**src/rtl/core/prst_pkg.sv**
```systemverilog
package prst_pkg;

  localparam int COORD_W  = 10;
  localparam int PROW_W   = 9;
  localparam int FRAC_W   = 16;
  localparam int QUO_W    = COORD_W + FRAC_W;
  localparam int ACC_W    = QUO_W + 2;
  localparam int CFG_IDX_W = 1;
  localparam int CFG_DATA_W = 10;

  localparam logic [1:0] MODE_CLEAR = 2'd0;
  localparam logic [1:0] MODE_EDGE  = 2'd1;
  localparam logic [1:0] MODE_QUERY = 2'd2;

  localparam logic [CFG_IDX_W-1:0] CFG_LEFT_MARGIN = 1'd0;
  localparam logic [CFG_IDX_W-1:0] CFG_EMPTY_LEFT  = 1'd1;

  localparam logic [COORD_W-1:0] LEFT_MARGIN_RST = 10'd0;
  localparam logic [COORD_W-1:0] EMPTY_LEFT_RST  = 10'd640;

  typedef struct packed {
    logic [1:0]         mode;
    logic [COORD_W-1:0] edge_x_first;
    logic [COORD_W-1:0] edge_y_first;
    logic [COORD_W-1:0] edge_x_second;
    logic [COORD_W-1:0] edge_y_second;
    logic [COORD_W-1:0] point_col;
    logic [PROW_W-1:0]  point_row;
  } in_item_t;

  typedef struct packed {
    logic               inside_res;
    logic [COORD_W-1:0] row_left;
    logic [COORD_W-1:0] row_right;
  } out_item_t;

  typedef enum logic [2:0] {
    S_INIT,
    S_IDLE,
    S_CLR,
    S_DIV,
    S_WALK,
    S_DRAIN,
    S_QRY,
    S_DONE
  } state_t;

endpackage

```
**src/rtl/core/prst_div.sv**
```systemverilog
module prst_div (
  input  logic                                clk,
  input  logic                                rst_n,
  input  logic                                start,
  input  logic [prst_pkg::QUO_W-1:0]          dividend,
  input  logic [prst_pkg::COORD_W-1:0]        divisor,
  output logic                                done,
  output logic [prst_pkg::QUO_W-1:0]          quotient
);
  import prst_pkg::*;

  localparam int CNT_W = $clog2(QUO_W);

  logic                busy_r;
  logic                done_r;
  logic [CNT_W-1:0]    cnt_r;
  logic [QUO_W-1:0]    q_r;
  logic [COORD_W-1:0]  rem_r;
  logic [COORD_W-1:0]  dvs_r;
  logic [COORD_W:0]    shift;
  logic                ge;
  logic [COORD_W:0]    diff;

  assign shift = {rem_r, q_r[QUO_W-1]};
  assign ge    = shift >= {1'b0, dvs_r};
  assign diff  = shift - {1'b0, dvs_r};

  always_ff @(posedge clk) begin
    if (!rst_n) begin
      busy_r <= 1'b0;
      done_r <= 1'b0;
      cnt_r  <= '0;
    end else begin
      done_r <= 1'b0;
      if (start) begin
        busy_r <= 1'b1;
        cnt_r  <= '0;
      end else if (busy_r) begin
        cnt_r <= cnt_r + 1'b1;
        if (cnt_r == CNT_W'(QUO_W - 1)) begin
          busy_r <= 1'b0;
          done_r <= 1'b1;
        end
      end
    end
  end

  always_ff @(posedge clk) begin
    if (start) begin
      q_r   <= dividend;
      rem_r <= '0;
      dvs_r <= divisor;
    end else if (busy_r) begin
      q_r   <= {q_r[QUO_W-2:0], ge};
      rem_r <= ge ? diff[COORD_W-1:0] : shift[COORD_W-1:0];
    end
  end

  assign done     = done_r;
  assign quotient = q_r;

endmodule

```
**config.mk**
```make
export PLATFORM = sky130hd
export DESIGN_NAME = prst_div
export DESIGN_NICKNAME = d
export VERILOG_FILES = /design/src/rtl/core/prst_pkg.sv /design/src/rtl/core/prst_div.sv
export SDC_FILE = /design/constraint.sdc
export NUM_CORES = 1
export LEC_CHECK = 0
export BUFFER_PORTS_ARGS = -buffer_cell sky130_fd_sc_hd__buf_2
export CAP_MARGIN = 15
export CORE_ASPECT_RATIO = 0.75
export CORE_MARGIN = 1
export CORE_UTILIZATION = 57
export CTS_CLUSTER_SIZE = 20
export DETAILED_ROUTE_END_ITERATION = 8
export HOLD_SLACK_MARGIN = 0.06
export PLACE_DENSITY = 0.84
export SYNTH_ARGS = -nofsm -noshare
export SYNTH_HDL_FRONTEND = slang
export SYNTH_SLANG_ARGS = --single-unit
```
**constraint.sdc**
```tcl
create_clock -name clk -period 4.7 [get_ports clk]
set_clock_uncertainty 0.15 [all_clocks]
set_input_delay 0.235 -clock clk [delete_from_list [all_inputs] [get_ports clk]]
set_output_delay 0.235 -clock clk [all_outputs]
set_load 0.005 [all_outputs]
```
**Word level (Yosys, flattened, before mapping)**

Cells that the tools add are included.

- Register bits: 53
- Input bits: 39
- Output and inout bits: 27
- Logic and storage cells: 22

- Add/subtract/negate cells: 2
- Magnitude comparators: 1
- Equality and inequality tests: 1
- Multiplexer cells: 7
- Bitwise logic cells: 2
- Reductions and logical operators: 3

Operator list:

| cell | number |
|---|---|
| $mux W26 | 2 |
| $ge A11 B10 Y1 | 1 |
| $mux W10 | 1 |
| $sub A10 B10 Y10 | 1 |
| $add A5 B1 Y5 const B | 1 |
| $eq A5 B5 Y1 const B | 1 |
| $mux W1 | 4 |
| $reduce_or A3 Y1 | 1 |
| $not A1 Y1 | 2 |
| $reduce_bool A2 Y1 | 1 |
| $reduce_or A2 Y1 | 1 |

**Depth between registers and ports, before layout**

Gate-level depths: netlist of the first run.

- Depth after elaboration: 4
- Gate-level depth with buffers: 9
- Mapped depth without buffers: 9

**Worst setup path before layout of the first run**

Ideal clock, no wire load.

- Path kind: reg-to-reg
- Start: register dvs_r[6]
- End: register q_r[0], in the netlist quotient[0], data pin
- Setup time: 0.260 ns
- Data arrival time: 1.767 ns
- Data required time: 4.290 ns
- Setup slack: 2.523 ns
- Cell stages (with the launch flop): 9
- Buffers on the path: 1
- Clock period less this slack: 2.177 ns
- Cell sequence: edfxtp_1 > inv_1 > ha_1 > a21oi_2 > o21ai_2 > a211oi_1 > buf_2 > nand2_1 > mux2_2

- Word-level cells in the longest chain between the ends: 3

Ends and longest elaborated chain:

| what | RTL line | text |
|---|---|---|
| from (decl) | prst_div.sv:19 | `logic [COORD_W-1:0] dvs_r;` |
| from (signal assigned) | prst_div.sv:52 | `dvs_r <= divisor;` |
| $ge A11 B10 Y1 | prst_div.sv:25 | `assign ge = shift >= {1'b0, dvs_r};` |
| $mux W26 | prst_div.sv:53 | `end else if (busy_r) begin` |
| $mux W26 | prst_div.sv:49 | `if (start) begin` |
| to (signal assigned) | prst_div.sv:50 | `q_r <= dividend;` |
| to (signal assigned) | prst_div.sv:54 | `q_r <= {q_r[QUO_W-2:0], ge};` |
| to (decl) | prst_div.sv:17 | `logic [QUO_W-1:0] q_r;` |

Every way passes these cells. The select of a mux whose other input is x is not followed.
A chain may end at the register's enable or synchronous reset.

**Worst setup path in the final report of the first run**

Ends and elaborated chain as after synthesis.

==> results of run 1 <==
## worst max-delay path, stage by stage (launching register included)
cell and delay, ns:
edfxtp_1 0.34, inv_1 0.04, ha_1 0.36, a21oi_2 0.23
o21ai_2 0.12, a211oi_1 0.53, buf_2 0.30, nand2_1 0.09
mux2_2 0.26
## final cells by class
type                       instances  area share [%]
clock buffer                       6           2.211
clock inverter                     2          0.3431
inverter                          17           1.944
multi-input combinational        150           35.38
sequential                        53           43.31
tap                               57           2.173
timing repair buffer              82           14.64
## metal layers
layer	vias to the layer above	global-route usage, %	wire length [um]
li1	1011	-	-
met1	957	32.80	2484
met2	105	39.64	2682
met3	21	6.370	434
met4	0	8.163	135
met5	-	0	0
## state kept, by name, indices dropped and copies added (netlist names)
signal and count:
quotient 26, dvs_r 10, busy_r 1, done 1, cnt_r 5, rem_r 10
## cell families after synthesis
| group | share of synthesized area (%) |
|---|---|
| AND/OR/NAND/NOR | 10.26 |
| flip-flops | 52.76 |
| AO/OA/AOI/OAI | 13.05 |
| buffers and inverters | 4.134 |
| multiplexers | 10.87 |
| adder cells (fa/ha/maj) | 6.317 |
| XOR/XNOR | 2.601 |
## through the flow
stage,util (%),cells,area (um^2),hold slack (ns),power [uW]
after floorplan,-,229,2694,0.1839,728.0
after global placement,68.06,344,3058,0.2609,797.8
after detailed placement,68.06,344,3058,0.2631,805.2
after CTS,72.38,363,3252,0.06675,1056
after global routing,73.04,367,3282,0.06251,1111
final,73.04,367,3282,0.06927,1063
## worst paths after layout
kind                               from                     to  slack [ns]
setup / recovery     dvs_r[6]$_DFFE_PP_  quotient[0]$_DFFE_PP_        2.03
hold / removal              dividend[6]  quotient[6]$_DFFE_PP_        0.07
setup reg to reg     dvs_r[6]$_DFFE_PP_  quotient[0]$_DFFE_PP_        2.03
hold reg to reg   cnt_r[1]$_SDFFE_PP0P_  cnt_r[1]$_SDFFE_PP0P_        0.37
## cell usage after synthesis (all sizes together) (2+ instances only)
cell type	n
a211oi	3
dfxtp	17
buf	4
edfxtp	36
clkbuf	5
inv	17
o31ai	3
ha	12
nor3	3
mux2	26
a21oi	8
nand4	3
and3	3
nor3b	2
a21o	3
o21ai	9
a311oi	6
xnor2	2
nand2	12
xor2	6
nor2	17
nor2b	2
a31oi	3
nand3	7
a211o	2
o211ai	3
## report_power, final
part	switching, uW	leakage (uW)	internal [uW]	total [uW]
sequential	22.6	0.000499	547	570
clock	150	0.0000388	104	254
combinational	127	0.000843	112	239
total	300	0.00138	763	1060
==> impl_metrics.env, run 1 <==
export IMPL_min_path_cells=2
export IMPL_hold_viol=0
export IMPL_die_y_um=61.54
export IMPL_cp_max_fo=8
export IMPL_initial_core_util_pct=59.96
export IMPL_yosysWarnings=0
export IMPL_avgRoutedWirePerCell_um=15.63
export IMPL_worst_slack_ns=2.028
export IMPL_maxCapViolCount=0
export IMPL_syn_area_um2=2694
export IMPL_htreeDepth=2
export IMPL_clock_sinks=53
export IMPL_tritoncts="yes"
export IMPL_ant_nets=0
export IMPL_via_per_inst=5.706
export IMPL_hold_path_class="input pin to register"
export IMPL_cts_path_max_buffers=2
export IMPL_fmax_mhz=374.2
export IMPL_fp_row_count=21
export IMPL_startpoint_type="register"
export IMPL_die_x_um=81.38
export IMPL_clkTransAtPathRegs_ns=0.09
export IMPL_ff_latch_area_um2=1421
export IMPL_synth_area_leaders="edfxtp_1 40%, dfxtp_1 13%, mux2_2 11%, ha_1 5.6%, inv_1 2.4%"
export IMPL_worst_r2r_path_depth=8
export IMPL_vdd_drop_max_mv=0.2830
export IMPL_synth_nets=281
export IMPL_multi_input_area_um2=1161
export IMPL_setup_violations=0
export IMPL_synthArstFlopShare_pct=0
export IMPL_final_nets=361
export IMPL_antenna_found_initial=0
export IMPL_min_period_ns=2.672
export IMPL_synth_seq_cells=53
export IMPL_first_global_vias=1864
export IMPL_drt_pass1_iter_count=5
export IMPL_synth_area_leader_cell="edfxtp_1"
export IMPL_synth_cells=229
export IMPL_rsz0062_at_grt="no"
export IMPL_arrival_ns=2.59
export IMPL_leakagePower_uw=0.001381
export IMPL_totalWireLength_um=5736
export IMPL_setup_tns_ns=0
export IMPL_outcome="complete, no violations"
export IMPL_vias=2094
export IMPL_maxSlewViolCount=0
export IMPL_crit_type="register to register"
export IMPL_io_buffers=65
export IMPL_io_pin_count=66
export IMPL_numCtsBuffers=5
export IMPL_postSynthAreaPerCell_um2=11.76
export IMPL_syn2layout_area_growth_pct=21.83
export IMPL_cp_end_kind="register"
export IMPL_cellPowerDensity_nw_per_um2=323.9
export IMPL_grt_usage_pct=24.63
export IMPL_fin_crit_sh_pct=56.85
export IMPL_required_ns=4.62
export IMPL_cts_hold_buf=11
export IMPL_grt_start_max_net_pins=45
export IMPL_cts_resized=0
export IMPL_mostFrequentLayoutCell="buf_2"
export IMPL_ys_flop_type="edfxtp_1"
export IMPL_grt_pass1_wl_um=8811
export IMPL_hpwl_um=3853
export IMPL_overflow=0
export IMPL_drive_gt1_share_pct=35.16
export IMPL_final_cell_mix="67 x buf_2, 36 x edfxtp_1, 26 x mux2_2"
export IMPL_cts_root_buf="clkbuf_8"
export IMPL_synth_top_area_share_pct=40.13
export IMPL_max_slew_margin_pct=25.72
export IMPL_drt_iter0_drc=156
export IMPL_fillCellCount=307
export IMPL_drc=0
export IMPL_insertion_delay_ns=0.31
export IMPL_diodes=0
export IMPL_dp_slack_ns=1.689
export IMPL_worstMarginPinSlew_ns=1.112
export IMPL_synthDistinctLibCells=46
export IMPL_dieArea_um2=5008
export IMPL_seq_area_frac_synth_pct=52.76
export IMPL_synth_edf_count=36
export IMPL_postCtsSetupBuffers=0
export IMPL_core_area_um2=4493
export IMPL_place_congestion=0.8973
Power figures use the tool's default switching activity.
==> run 2, diff against run 1 <==
--- a/config.mk
+++ b/config.mk
@@ -9,11 +9,11 @@
 export CAP_MARGIN = 15
 export CORE_ASPECT_RATIO = 0.75
 export CORE_MARGIN = 1
-export CORE_UTILIZATION = 57
+export CORE_UTILIZATION = 53
 export CTS_CLUSTER_SIZE = 20
 export DETAILED_ROUTE_END_ITERATION = 8
 export HOLD_SLACK_MARGIN = 0.06
-export PLACE_DENSITY = 0.84
+export PLACE_DENSITY = 0.79
 export SYNTH_ARGS = -nofsm -noshare
 export SYNTH_HDL_FRONTEND = slang
 export SYNTH_SLANG_ARGS = --single-unit
==> constraint.sdc (replaced) <==
create_clock -name clk -period 2.6 [get_ports clk]
set_clock_uncertainty 0.15 [all_clocks]
set_input_delay 0.13 -clock clk [delete_from_list [all_inputs] [get_ports clk]]
set_output_delay 0.13 -clock clk [all_outputs]
set_load 0.005 [all_outputs]
==> impl_metrics.env, run 2 (synthesis results as in run 1) <==
export IMPL_outcome="complete, no violations"
export IMPL_worstMarginPinSlew_ns=0.3707
export IMPL_io_pin_count=66
export IMPL_rsz0062_at_grt="no"
export IMPL_initial_core_util_pct=54.98
export IMPL_avgRoutedWirePerCell_um=15.32
export IMPL_crit_type="register to register"
export IMPL_hold_viol=0
export IMPL_place_congestion=0.8947
export IMPL_maxCapViolCount=0
export IMPL_numCtsBuffers=5
export IMPL_core_area_um2=4900
export IMPL_cpPeakStageDelay_ns=0.44
export IMPL_leakagePower_uw=0.001510
export IMPL_crit_slowest_cell="fa_1"
export IMPL_htreeDepth=2
export IMPL_grt_usage_pct=24.58
export IMPL_fmax_mhz=414.8
export IMPL_drt_pass1_iter_count=4
export IMPL_r2r_end="rem_r[8]$_SDFFE_PP0P_"
export IMPL_first_global_vias=2122
export IMPL_tritoncts="yes"
export IMPL_maxSlewViolCount=0
export IMPL_post_dp_cell_area_um2=3099
export IMPL_drive_gt1_share_pct=34.12
export IMPL_endpoint="rem_r[8]$_SDFFE_PP0P_"
export IMPL_totalWireLength_um=6082
export IMPL_crit_top_cell="inv_1"
export IMPL_io_buffers=65
export IMPL_antenna_found_initial=0
export IMPL_grt_start_max_net_pins=29
export IMPL_diodes=0
export IMPL_cts_root_buf="clkbuf_8"
export IMPL_cp_end_kind="register"
export IMPL_wl_met3_um=357
export IMPL_hold_ws_ns=0.1317
export IMPL_dp_cells=352
export IMPL_ant_nets=0
export IMPL_required_ns=2.64
export IMPL_min_period_ns=2.411
export IMPL_cp_num_buf_inv=2
export IMPL_cellPowerDensity_nw_per_um2=575.6
export IMPL_die_x_um=84.32
export IMPL_hpwl_um=4077
export IMPL_rrSetupSlack_ns=0.19
export IMPL_cp_num_cells=9
export IMPL_critical_path_top_delay_family="compound AO/OA/AOI/OAI gates"
export IMPL_overflow=0
export IMPL_drt_iter0_drc=208
export IMPL_max_slew_margin_pct=75.24
export IMPL_clock_sinks=53
export IMPL_grt_pass1_wl_um=10190
export IMPL_hold_path_class="input pin to register"
export IMPL_cts_path_max_buffers=2
export IMPL_postCtsSetupBuffers=0
export IMPL_die_y_um=63.74
export IMPL_dieArea_um2=5375
export IMPL_cp_cell_sequence="inv_1 -> ha_1 -> inv_1 -> fa_1 -> a211oi_1 -> or2_1 -> a311o_1 -> xor2_1 -> a31oi_1"
export IMPL_setup_violations=0
export IMPL_vias=2200
export IMPL_syn2layout_area_growth_pct=33.30
export IMPL_stdcell_count=397
export IMPL_setup_tns_ns=0
export IMPL_crit_start="quotient[25]$_DFFE_PP_"
export IMPL_vdd_drop_max_mv=0.3774
export IMPL_final_cell_area_um2=3591
export IMPL_topRoutingLayerUsed="met4"
export IMPL_insertion_delay_ns=0.32
export IMPL_via_per_inst=5.542
export IMPL_arrival_ns=2.45
export IMPL_final_cell_mix="65 x buf_2, 37 x dlygate4sd3_1, 36 x edfxtp_1"
export IMPL_cp_max_fo=3
export IMPL_wl_met1_um=2748
export IMPL_dr_wl_met2_um=2839
export IMPL_mostFrequentLayoutCell="buf_2"
export IMPL_final_nets=388
export IMPL_startpoint_type="register"
export IMPL_clkTransAtPathRegs_ns=0.09
export IMPL_largest_reg_flops=26
export IMPL_r2r_start="quotient[25]$_DFFE_PP_"
export IMPL_fp_row_count=22
export IMPL_fin_crit_sh_pct=92.72
export IMPL_worst_r2r_path_depth=9
export IMPL_drc=0
[run 2: cell count changes in the layout (fill, tap and decap cells not counted), sizes merged]
cell,before,now
buf,69,72
bufinv,0,1
clkinvlp,1,0
dlygate4sd3,13,37
[run 2: worst min path at each step]
stage / start / endpoint / slack (ns) / depth (start not counted)
after CTS: start / busy_r$_SDFF_PN0_ / 0.12 / 3
after global routing: start / busy_r$_SDFF_PN0_ / 0.18 / 3
final: start / busy_r$_SDFF_PN0_ / 0.13 / 3
after floorplan: divisor[0] / dvs_r[0]$_DFFE_PP_ / 0.08 / 0
after detailed placement: divisor[3] / dvs_r[3]$_DFFE_PP_ / 0.16 / 1
after global placement: divisor[5] / dvs_r[5]$_DFFE_PP_ / 0.16 / 1
[run 2: area by class of cell]
cell class | count | area, um^2
Sequential cell | 53 | 1421
Fill cell | 339 | 1309
Multi-Input combinational cell | 150 | 1171
Timing Repair Buffer | 109 | 748.2
Tap cell | 60 | 75.07
Clock buffer | 6 | 72.57
Inverter | 17 | 63.81
Clock inverter | 2 | 38.79
[run 2: what timing repair did]
item / 4_1_cts / 5_1_grt
endpoints found under the setup margin: 0 / 7
resized for setup: 0 / 2
endpoints found under the hold margin: 43 / 0
hold buffers: 37 / 0
[run 2: per-layer routing]
metal | global-route usage (%) | up-vias
met4 | 9.698 | 0
li1 | - | 1067
met2 | 38.01 | 84
met1 | 34.41 | 1034
met5 | 0 | -
met3 | 4.780 | 15
[run 2: tightest hold or removal path, stage by stage]
cell and delay [ns]:
buf_2 0.21, a21oi_1 0.16, nor2b_1 0.05
[run 2: report_power, final]
part / switching [uW] / internal (uW) / leakage (uW)
sequential: 43.4 / 989 / 0.000499
combinational: 238 / 232 / 0.000956
clock: 275 / 289 / 0.0000554
[run 2: through the flow]
step,setup WS (ns),power (uW),util [%]
6_report,0.1892,2067,73.29
5_1_grt,0.03180,2159,73.29
4_1_cts,0.09177,2060,73.08
3_5_place_dp,0.1293,1464,63.25
3_3_place_gp,0.2426,1450,63.25
2_1_floorplan,0.4231,1316,-
